## src/sha256_pkg.sv

```systemverilog
package sha256_pkg;

   // Byte position at which the 64-bit length field starts.
   localparam logic [5:0] LEN_START = 6'd56;
   // Last byte position of a block.
   localparam logic [5:0] LAST_BYTE = 6'd63;
   // Last round of a compression.
   localparam logic [5:0] LAST_ROUND = 6'd63;
   // Last digest word.
   localparam logic [2:0] LAST_WORD = 3'd7;
   // First padding byte after the message.
   localparam logic [7:0] PAD_MARK_BYTE = 8'h80;

   // Controller states.
   typedef enum logic [2:0] {
      ST_IDLE,
      ST_PAD_MARK,
      ST_PAD_ZERO,
      ST_PAD_LEN,
      ST_ROUNDS,
      ST_UPDATE
   } state_type;

   // Source of a byte shifted into the block window.
   typedef enum logic [1:0] {
      SRC_DATA,
      SRC_MARK,
      SRC_ZERO,
      SRC_LENGTH
   } byte_src_type;

   // Commands from the controller to the datapath.
   typedef struct packed {
      logic         load_byte;
      byte_src_type byte_src;
      logic [2:0]   len_index;
      logic         count_byte;
      logic         start;
      logic         round_en;
      logic [5:0]   round_index;
      logic         update;
      logic         final_block;
   } dp_cmd_type;

   // Status from the datapath to the controller.
   typedef struct packed {
      logic out_busy;
   } dp_status_type;

   // Initial hash values.
   localparam logic [31:0] INIT_HASH [8] = '{
      32'h6a09e667, 32'hbb67ae85, 32'h3c6ef372, 32'ha54ff53a,
      32'h510e527f, 32'h9b05688c, 32'h1f83d9ab, 32'h5be0cd19
   };

   // Round constants.
   localparam logic [31:0] ROUND_K [64] = '{
      32'h428a2f98, 32'h71374491, 32'hb5c0fbcf, 32'he9b5dba5,
      32'h3956c25b, 32'h59f111f1, 32'h923f82a4, 32'hab1c5ed5,
      32'hd807aa98, 32'h12835b01, 32'h243185be, 32'h550c7dc3,
      32'h72be5d74, 32'h80deb1fe, 32'h9bdc06a7, 32'hc19bf174,
      32'he49b69c1, 32'hefbe4786, 32'h0fc19dc6, 32'h240ca1cc,
      32'h2de92c6f, 32'h4a7484aa, 32'h5cb0a9dc, 32'h76f988da,
      32'h983e5152, 32'ha831c66d, 32'hb00327c8, 32'hbf597fc7,
      32'hc6e00bf3, 32'hd5a79147, 32'h06ca6351, 32'h14292967,
      32'h27b70a85, 32'h2e1b2138, 32'h4d2c6dfc, 32'h53380d13,
      32'h650a7354, 32'h766a0abb, 32'h81c2c92e, 32'h92722c85,
      32'ha2bfe8a1, 32'ha81a664b, 32'hc24b8b70, 32'hc76c51a3,
      32'hd192e819, 32'hd6990624, 32'hf40e3585, 32'h106aa070,
      32'h19a4c116, 32'h1e376c08, 32'h2748774c, 32'h34b0bcb5,
      32'h391c0cb3, 32'h4ed8aa4a, 32'h5b9cca4f, 32'h682e6ff3,
      32'h748f82ee, 32'h78a5636f, 32'h84c87814, 32'h8cc70208,
      32'h90befffa, 32'ha4506ceb, 32'hbef9a3f7, 32'hc67178f2
   };

endpackage

```

## src/sha256_ctrl.sv

```systemverilog
module sha256_ctrl
   import sha256_pkg::*;
(
   input  logic          clock,
   input  logic          reset,
   input  logic          req_tvalid,
   input  logic          req_tuser,
   input  logic          req_tlast,
   output logic          req_tready,
   output dp_cmd_type    cmd,
   input  dp_status_type status
);

   state_type  state_ff, state_in;
   state_type  resume_ff, resume_in;
   logic       final_ff, final_in;
   logic [5:0] fill_ff, fill_in;
   logic [5:0] round_ff, round_in;

   // State and counter registers.
   always_ff @(posedge clock) begin
      if (reset) begin
         state_ff  <= ST_IDLE;
         resume_ff <= ST_IDLE;
         final_ff  <= 1'b0;
         fill_ff   <= '0;
         round_ff  <= '0;
      end else begin
         state_ff  <= state_in;
         resume_ff <= resume_in;
         final_ff  <= final_in;
         fill_ff   <= fill_in;
         round_ff  <= round_in;
      end
   end

   // Next state and datapath commands.
   always_comb begin
      state_in        = state_ff;
      resume_in       = resume_ff;
      final_in        = final_ff;
      fill_in         = fill_ff;
      round_in        = round_ff;
      req_tready      = 1'b0;
      cmd             = '0;
      cmd.byte_src    = SRC_DATA;
      cmd.len_index   = fill_ff[2:0];
      cmd.round_index = round_ff;
      case (state_ff)
         ST_IDLE: begin
            req_tready = 1'b1;
            if (req_tvalid) begin
               if (req_tuser) begin
                  cmd.load_byte  = 1'b1;
                  cmd.count_byte = 1'b1;
                  fill_in        = fill_ff + 6'd1;
                  if (fill_ff == LAST_BYTE) begin
                     // The block is full: compress it, then pad if the message ended.
                     cmd.start = 1'b1;
                     round_in  = '0;
                     final_in  = 1'b0;
                     resume_in = req_tlast ? ST_PAD_MARK : ST_IDLE;
                     state_in  = ST_ROUNDS;
                  end else if (req_tlast) begin
                     state_in = ST_PAD_MARK;
                  end
               end else if (req_tlast) begin
                  state_in = ST_PAD_MARK;
               end
            end
         end
         ST_PAD_MARK: begin
            cmd.load_byte = 1'b1;
            cmd.byte_src  = SRC_MARK;
            fill_in       = fill_ff + 6'd1;
            if (fill_ff == LAST_BYTE) begin
               cmd.start = 1'b1;
               round_in  = '0;
               resume_in = ST_PAD_ZERO;
               state_in  = ST_ROUNDS;
            end else begin
               state_in = ST_PAD_ZERO;
            end
         end
         ST_PAD_ZERO: begin
            if (fill_ff == LEN_START) begin
               state_in = ST_PAD_LEN;
            end else begin
               cmd.load_byte = 1'b1;
               cmd.byte_src  = SRC_ZERO;
               fill_in       = fill_ff + 6'd1;
               // Padding ran past the length field: compress and pad another block.
               if (fill_ff == LAST_BYTE) begin
                  cmd.start = 1'b1;
                  round_in  = '0;
                  resume_in = ST_PAD_ZERO;
                  state_in  = ST_ROUNDS;
               end
            end
         end
         ST_PAD_LEN: begin
            cmd.load_byte = 1'b1;
            cmd.byte_src  = SRC_LENGTH;
            fill_in       = fill_ff + 6'd1;
            if (fill_ff == LAST_BYTE) begin
               cmd.start = 1'b1;
               round_in  = '0;
               final_in  = 1'b1;
               resume_in = ST_IDLE;
               state_in  = ST_ROUNDS;
            end
         end
         ST_ROUNDS: begin
            cmd.round_en = 1'b1;
            round_in     = round_ff + 6'd1;
            if (round_ff == LAST_ROUND) begin
               state_in = ST_UPDATE;
            end
         end
         ST_UPDATE: begin
            // The final block waits until the previous digest has drained.
            if (!(final_ff && status.out_busy)) begin
               cmd.update      = 1'b1;
               cmd.final_block = final_ff;
               final_in        = 1'b0;
               state_in        = resume_ff;
            end
         end
         default: begin
            state_in = ST_IDLE;
         end
      endcase
   end

endmodule

```

## src/sha256_datapath.sv

```systemverilog
module sha256_datapath
   import sha256_pkg::*;
(
   input  logic          clock,
   input  logic          reset,
   input  logic [7:0]    data_byte,
   input  dp_cmd_type    cmd,
   output dp_status_type status,
   output logic          rsp_tvalid,
   input  logic          rsp_tready,
   output logic [39:0]   rsp_tdata,
   output logic          rsp_tlast
);

   logic [511:0] win_ff, win_in;
   logic [63:0]  bit_length_ff, bit_length_in;
   logic [31:0]  chain_ff [8];
   logic [31:0]  chain_in [8];
   logic [31:0]  v_ff [8];
   logic [31:0]  v_in [8];
   logic [31:0]  digest_ff [8];
   logic [31:0]  digest_in [8];
   logic [31:0]  sum_v [8];
   logic         out_valid_ff, out_valid_in;
   logic [2:0]   out_index_ff, out_index_in;
   logic [7:0]   byte_mux;
   logic [31:0]  w_next;
   logic [31:0]  t1;
   logic [31:0]  t2;
   logic         out_take;

   function automatic logic [31:0] big_sigma0(input logic [31:0] x);
      return {x[1:0], x[31:2]} ^ {x[12:0], x[31:13]} ^ {x[21:0], x[31:22]};
   endfunction

   function automatic logic [31:0] big_sigma1(input logic [31:0] x);
      return {x[5:0], x[31:6]} ^ {x[10:0], x[31:11]} ^ {x[24:0], x[31:25]};
   endfunction

   function automatic logic [31:0] small_sigma0(input logic [31:0] x);
      return {x[6:0], x[31:7]} ^ {x[17:0], x[31:18]} ^ {3'b000, x[31:3]};
   endfunction

   function automatic logic [31:0] small_sigma1(input logic [31:0] x);
      return {x[16:0], x[31:17]} ^ {x[18:0], x[31:19]} ^ {10'b0, x[31:10]};
   endfunction

   // Byte source for the block window.
   always_comb begin
      case (cmd.byte_src)
         SRC_DATA:   byte_mux = data_byte;
         SRC_MARK:   byte_mux = PAD_MARK_BYTE;
         SRC_ZERO:   byte_mux = 8'h00;
         SRC_LENGTH: byte_mux = bit_length_ff[{~cmd.len_index, 3'b000} +: 8];
         default:    byte_mux = 8'h00;
      endcase
   end

   // Message schedule: word 0 sits in the top 32 bits of the window.
   assign w_next = small_sigma1(win_ff[63:32]) + win_ff[223:192]
                 + small_sigma0(win_ff[479:448]) + win_ff[511:480];

   // One compression round.
   assign t1 = v_ff[7] + big_sigma1(v_ff[4]) + (v_ff[6] ^ (v_ff[4] & (v_ff[5] ^ v_ff[6])))
             + ROUND_K[cmd.round_index] + win_ff[511:480];
   assign t2 = big_sigma0(v_ff[0])
             + ((v_ff[0] & (v_ff[1] | v_ff[2])) | (v_ff[1] & v_ff[2]));

   assign out_take = out_valid_ff && rsp_tready;

   // Next values of the window, length, working, chain and output registers.
   always_comb begin
      win_in        = win_ff;
      bit_length_in = bit_length_ff;
      out_valid_in  = out_valid_ff;
      out_index_in  = out_index_ff;
      if (cmd.load_byte) begin
         win_in = {win_ff[503:0], byte_mux};
      end else if (cmd.round_en) begin
         win_in = {win_ff[479:0], w_next};
      end
      if (cmd.count_byte) begin
         bit_length_in = bit_length_ff + 64'd8;
      end else if (cmd.update && cmd.final_block) begin
         bit_length_in = '0;
      end
      for (int k = 0; k < 8; k++) begin
         sum_v[k]     = chain_ff[k] + v_ff[k];
         chain_in[k]  = chain_ff[k];
         v_in[k]      = v_ff[k];
         digest_in[k] = digest_ff[k];
      end
      if (cmd.start) begin
         for (int k = 0; k < 8; k++) begin
            v_in[k] = chain_ff[k];
         end
      end else if (cmd.round_en) begin
         v_in[0] = t1 + t2;
         v_in[1] = v_ff[0];
         v_in[2] = v_ff[1];
         v_in[3] = v_ff[2];
         v_in[4] = v_ff[3] + t1;
         v_in[5] = v_ff[4];
         v_in[6] = v_ff[5];
         v_in[7] = v_ff[6];
      end
      // Output stage: shift the digest one word per transaction.
      if (out_take) begin
         for (int k = 0; k < 7; k++) begin
            digest_in[k] = digest_ff[k + 1];
         end
         out_index_in = out_index_ff + 3'd1;
         if (out_index_ff == LAST_WORD) begin
            out_valid_in = 1'b0;
         end
      end
      if (cmd.update) begin
         for (int k = 0; k < 8; k++) begin
            chain_in[k] = cmd.final_block ? INIT_HASH[k] : sum_v[k];
         end
         if (cmd.final_block) begin
            for (int k = 0; k < 8; k++) begin
               digest_in[k] = sum_v[k];
            end
            out_valid_in = 1'b1;
            out_index_in = '0;
         end
      end
   end

   // Registers with a reset value.
   always_ff @(posedge clock) begin
      if (reset) begin
         bit_length_ff <= '0;
         out_valid_ff  <= 1'b0;
         out_index_ff  <= '0;
         for (int k = 0; k < 8; k++) begin
            chain_ff[k] <= INIT_HASH[k];
         end
      end else begin
         bit_length_ff <= bit_length_in;
         out_valid_ff  <= out_valid_in;
         out_index_ff  <= out_index_in;
         for (int k = 0; k < 8; k++) begin
            chain_ff[k] <= chain_in[k];
         end
      end
   end

   // Payload registers.
   always_ff @(posedge clock) begin
      win_ff <= win_in;
      for (int k = 0; k < 8; k++) begin
         v_ff[k]      <= v_in[k];
         digest_ff[k] <= digest_in[k];
      end
   end

   assign status.out_busy = out_valid_ff;
   assign rsp_tvalid      = out_valid_ff;
   assign rsp_tdata       = {5'b00000, out_index_ff, digest_ff[0]};
   assign rsp_tlast       = (out_index_ff == LAST_WORD);

endmodule

```

## src/sha256_message_hasher.sv

```systemverilog
// SHA-256 hasher for a byte stream.
// The request channel carries one message byte per transaction in req_tdata;
// req_tuser marks the byte as part of the message and req_tlast ends the
// message after this transaction, so an empty message is a single transaction
// with req_tuser low and req_tlast high.
// The response channel returns the eight digest words, word 0 first, with
// req_tlast's counterpart rsp_tlast on word 7.
// A byte is taken in each transaction while a block fills. The 64th byte
// of a block starts 64 compression rounds, done by the single round adder
// chain, and a chaining step, during which req_tready is low.
// At the end of a message the padding bytes are shifted in one per cycle
// except while a full block compresses or the length field begins, and
// one or two more compressions follow. The digest then drains from its own
// output register, so the next message can load while words wait.
// If the receiver stalls, the words hold; a further final block waits
// before its chaining step until the previous digest has gone out.
// Reset returns the chain to the initial hash values and clears the length,
// the fill position and the output.
module sha256_message_hasher
   import sha256_pkg::*;
(
   input  logic        clock,
   input  logic        reset,
   input  logic        req_tvalid,
   output logic        req_tready,
   input  logic [7:0]  req_tdata,   // data_byte
   input  logic        req_tuser,   // byte_present
   input  logic        req_tlast,   // end_of_message
   output logic        rsp_tvalid,
   input  logic        rsp_tready,
   output logic [39:0] rsp_tdata,   // digest_word, word_index, zero fill
   output logic        rsp_tlast    // last_word
);

   dp_cmd_type    cmd;
   dp_status_type status;

   // Sequencer for loading, padding and rounds.
   sha256_ctrl u_ctrl (
      .clock      (clock),
      .reset      (reset),
      .req_tvalid (req_tvalid),
      .req_tuser  (req_tuser),
      .req_tlast  (req_tlast),
      .req_tready (req_tready),
      .cmd        (cmd),
      .status     (status)
   );

   // Block window, round logic, chain and digest output.
   sha256_datapath u_datapath (
      .clock      (clock),
      .reset      (reset),
      .data_byte  (req_tdata),
      .cmd        (cmd),
      .status     (status),
      .rsp_tvalid (rsp_tvalid),
      .rsp_tready (rsp_tready),
      .rsp_tdata  (rsp_tdata),
      .rsp_tlast  (rsp_tlast)
   );

endmodule

```

## config.mk

```make
export PLATFORM = sky130hd
export DESIGN_NAME = sha256_message_hasher
export DESIGN_NICKNAME = d
export VERILOG_FILES = /design/src/sha256_pkg.sv /design/src/sha256_ctrl.sv /design/src/sha256_datapath.sv /design/src/sha256_message_hasher.sv
export SDC_FILE = /design/constraint.sdc
export NUM_CORES = 2
export LEC_CHECK = 0
export BUFFER_PORTS_ARGS = -buffer_cell sky130_fd_sc_hd__clkbuf_2
export CORE_ASPECT_RATIO = 0.6
export CORE_UTILIZATION = 45
export CTS_CLUSTER_DIAMETER = 40
export DETAILED_ROUTE_END_ITERATION = 10
export GPL_TIMING_DRIVEN = 1
export PLACE_DENSITY = 0.72
export SLEW_MARGIN = 20
export SYNTH_ARGS = -nofsm -noshare
export SYNTH_HDL_FRONTEND = slang
export SYNTH_SLANG_ARGS = --single-unit
export TNS_END_PERCENT = 30
```

## constraint.sdc

```tcl
create_clock -name clock -period 14.5 [get_ports clock]
set_input_delay 1.45 -clock clock [delete_from_list [all_inputs] [get_ports clock]]
set_output_delay 1.45 -clock clock [all_outputs]
set_load 0.01 [all_outputs]
```

==> qor.log <==
[placement] total placed instance area 84600 sq um
[sta] total negative slack 0 ns
[critical_path] cell mode on critical path sky130_fd_sc_hd__o21ai_0
[critical_path] arrival time reported for the critical path endpoint 11.37 ns
[global_routing] antenna violations before repair 8
[critical_path] endpoint class of the critical path flop
[clocking] post-CTS setup buffer count 0
[synthesis] synthesized area divided by synthesized cell count 8.79 sq um
[critical_path] setup slack of the worst register-to-register path 3.68 ns
[placement] buffers added on ports 51
[clocking] Post-CTS Hold Fix Bufs 0
[synthesis] count of cell types in the netlist 81
[sta] final hold slack 0.465 ns
[critical_path] nature of the critical path startpoint flop
[placement] total half-perimeter wirelength after legalization and detailed placement 203000 um
[floorplan] die span in x 556 um
[critical_path] Crit path buffers/inverters 5
[detailed_routing] remaining antenna violation count after routing 0
[hold_path] Hold Path Depth 2
[global_routing] number of global-route vias before repair 64400
[floorplan] starting density of the core 0.455
[sta] fin. max-slew vios 0
[hold_path] worst hold path type reg -> reg
[synthesis] library cell with the highest instance count after synthesis sky130_fd_sc_hd__nand2_1
[floorplan] IO Count 57
[hold_path] worst-case hold path end point u_datapath.digest_ff[0][7]
[critical_path] Max stage delay cell, worst path sky130_fd_sc_hd__ha_1
[sta] maximum clock rate 92.4 MHz
[synthesis] portion of the post-synthesis area used by sequential elements 0.427
[clocking] maximum number of buffers from clock root to sink 4
[floorplan] area of the core 182000 sq um
[sta] setup repair after global routing missed its margin false
[clocking] count of instances resized after the clock tree is built 0
[floorplan] die boundary height 334 um
[clocking] clock tree from TritonCTS yes
[sta] Final Hold Vio Count 0
[critical_path] Top Family by Delay on Critical Path compound AO/OA/AOI/OAI gates
[clocking] Clock Sink Count 1363
[synthesis] share of the synthesized area in the top cell type 0.290
[cells_and_area] ratio of cells with drive above 1 in the final layout 0.0567
[critical_path] cell depth of the worst flop-to-flop path 37
[global_routing] largest net degree at the start of global routing 230
[detailed_routing] count of routing violations after the opening detailed-route iteration 10200
[sta] final clock period utilization by the worst path 0.746
[clocking] clock tree root buffer cell sky130_fd_sc_hd__clkbuf_16
[detailed_routing] post-route DRC violation count 0
[synthesis] cell area after technology mapping 82700 sq um
[power] Worst VDD drop 0.000158 V
[clocking] insertion delay of the later-clocked pin in the worst-skew pair 0.85 ns
[status] outcome finished clean
[cells_and_area] Register Area 35300 sq um
[detailed_routing] vias after detailed routing 70800
[synthesis] synth cell count leaders sky130_fd_sc_hd__nand2_1, sky130_fd_sc_hd__edfxtp_1, sky130_fd_sc_hd__nor2_1
[synthesis] leading cell types by total area after synthesis sky130_fd_sc_hd__edfxtp_1, sky130_fd_sc_hd__dfxtp_1, sky130_fd_sc_hd__nand2_1, sky130_fd_sc_hd__ha_1, sky130_fd_sc_hd__fa_1
[sta] setup violation total in the final timing report 0
[critical_path] Worst R2R Start u_ctrl.round_ff[1]
[cells_and_area] area of the multi-input gates 44100 sq um
[critical_path] largest fanout of any net on the critical path 28
[synthesis] Gate Count Post-Synth 9409
[synthesis] Primary FF master, synth sky130_fd_sc_hd__edfxtp_1
[global_routing] total routing usage reported by global routing 0.297
[sta] Max Clock Skew 0.0640 ns
[cells_and_area] number of fill cells 16900
[cells_and_area] final standard cell area without fillers 90300 sq um
[synthesis] cell taking the most area after synthesis sky130_fd_sc_hd__edfxtp_1
[cells_and_area] net total in the final layout 9743
[floorplan] Total Die Area 186000 sq um
[synthesis] number of flops mapped to enable cells by yosys 800
[global_routing] residual overflow from global routing 0
[critical_path] path type of the worst setup path reg -> reg
[detailed_routing] Via-to-Cell Ratio 6.04
[detailed_routing] Total Routed Length 284000 um
[floorplan] Placement Rows 121
[hold_path] worst hold path startpoint u_datapath.digest_ff[0][39]
[synthesis] number of warning messages in the yosys log 0
[global_routing] global-route wire length before repair 418000 um
[synthesis] Post-synth ARST share 0
[power] total leakage power 37.7 nW
[synthesis] flip-flop and latch count after synthesis 1363
[job] MaxCap Viol Count 0
[sta] Least-Margin Pin Slew 1.22 ns
[critical_path] CP max stage delay 0.88 ns
[detailed_routing] detail-routed net length per standard cell 24.2 um
[clocking] clock transition at the register clock pins on the worst setup and hold paths after CTS 0.06 ns
[cells_and_area] area growth from synthesis to final layout 9.17%
[sta] relative slew slack 0.179
[detailed_routing] first-pass detailed-route iteration total 9
[critical_path] CP Data Required Time 15.05 ns
[clocking] number of buffers created by CTS 169
[placement] placer congestion estimate 1.04
[sta] final period demand of the worst path 10.82 ns
[critical_path] worst reg2reg path endpoint u_datapath.v_ff[0][31]
[clocking] level count of the clock H-tree 4
[power] Power Dens Cells 159 nW/um^2
-- through the flow --
stage          setup WS (ns)  cells  utilization  power [mW]
2_1_floorplan         0.0747   9413            -        8.54
3_3_place_gp            4.09  11400        0.465        9.76
3_5_place_dp            4.10  11400        0.465        9.82
4_1_cts                 4.10  11700        0.496        14.2
5_1_grt                 3.40  11700        0.496        15.0
6_report                3.68  11700        0.496        14.3
-- worst min-delay path, delay by kind of cell (launching register included) --
kind	cells	cell delay, ns
AO/OA/AOI/OAI	1	0.06
flip-flops	1	0.31
AND/OR/NAND/NOR	1	0.05
-- layout by cell type (no fill, tap or decap), drive strengths merged, types with 18 or more instances in the layout --
master     n
maj3      25
nand2   2790
a22o      28
o21a      54
nor3      81
fa       195
o21bai    41
and3     102
inv      315
or3       53
mux2i     43
a22oi     75
nor2     577
edfxtp   800
dfxtp    563
a21oi    546
o31ai     21
a21o     201
nor2b     42
o21ai    360
or2       20
mux4      21
nand4     38
mux2      18
a31oi    202
clkbuf   251
and2      20
clkinv    53
o211ai    65
a211oi    42
a221o     94
xnor2    436
nand3    103
xor2     176
ha       399
nand2b    64
buf      105
-- final cells by class --
type                    count  share of cell area
diodes                      2           0.0000554
clock buffers             201              0.0505
clock inverters           102              0.0120
inverters                 286              0.0119
multi-input cells        7160               0.488
flip-flops and latches   1363               0.391
well taps                2460              0.0341
repair buffers            155              0.0124
-- registers in the layout, summed over array words and instances, names as in the netlist --
name	flops
u_datapath.win_ff	512
u_datapath.chain_ff	256
u_datapath.digest_ff	256
u_datapath.v_ff	256
u_datapath.bit_length_ff	61
u_ctrl.fill_ff	6
u_ctrl.round_ff	6
u_ctrl.state_ff	3
u_datapath.out_index_ff	3
u_ctrl.resume_ff	2
u_ctrl.final_ff	1
u_datapath.rsp_tvalid	1
-- worst max path at each step --
stage / to / start / cells after the start / slack, ns
finish: u_datapath.v_ff[0][31] / u_ctrl.round_ff[1] / 37 / 3.68
detailed placement: u_datapath.v_ff[0][31] / u_ctrl.round_ff[1] / 37 / 4.10
CTS: u_datapath.v_ff[0][31] / u_ctrl.round_ff[1] / 37 / 4.10
floorplan: u_datapath.win_ff[0] / req_tvalid / 6 / 0.07
global placement: u_datapath.v_ff[0][31] / u_ctrl.round_ff[1] / 36 / 4.09
global route: u_datapath.v_ff[0][31] / u_ctrl.round_ff[1] / 37 / 3.40
-- kinds of logic after synthesis --
family | Yosys count | share of synthesized area
AOI/OAI and AO/OA | 1919 | 0.150
and+or+nand+nor | 3923 | 0.193
DFF | 1363 | 0.427
other | 1 | 0.0000453
muxes | 82 | 0.0134
xor gates and xnor gates | 612 | 0.0648
buffers and inverters | 890 | 0.0421
adders and majority gates | 619 | 0.111
-- power breakdown --
| group | total, mW | internal [mW] | switching [mW] |
|---|---|---|---|
| registers | 5.04 | 4.70 | 0.339 |
| clock network | 4.36 | 2.54 | 1.81 |
| logic | 4.94 | 1.94 | 3.00 |
-- metal layers --
metal	share of wire	global-route usage	vias up
li1	-	-	31900
met1	0.47	0.482	34400
met4	0.016	0.0540	8
met5	0.00065	0	-
met3	0.16	0.110	355
met2	0.36	0.359	4173
No activity file was read; power rests on OpenSTA's default activity.
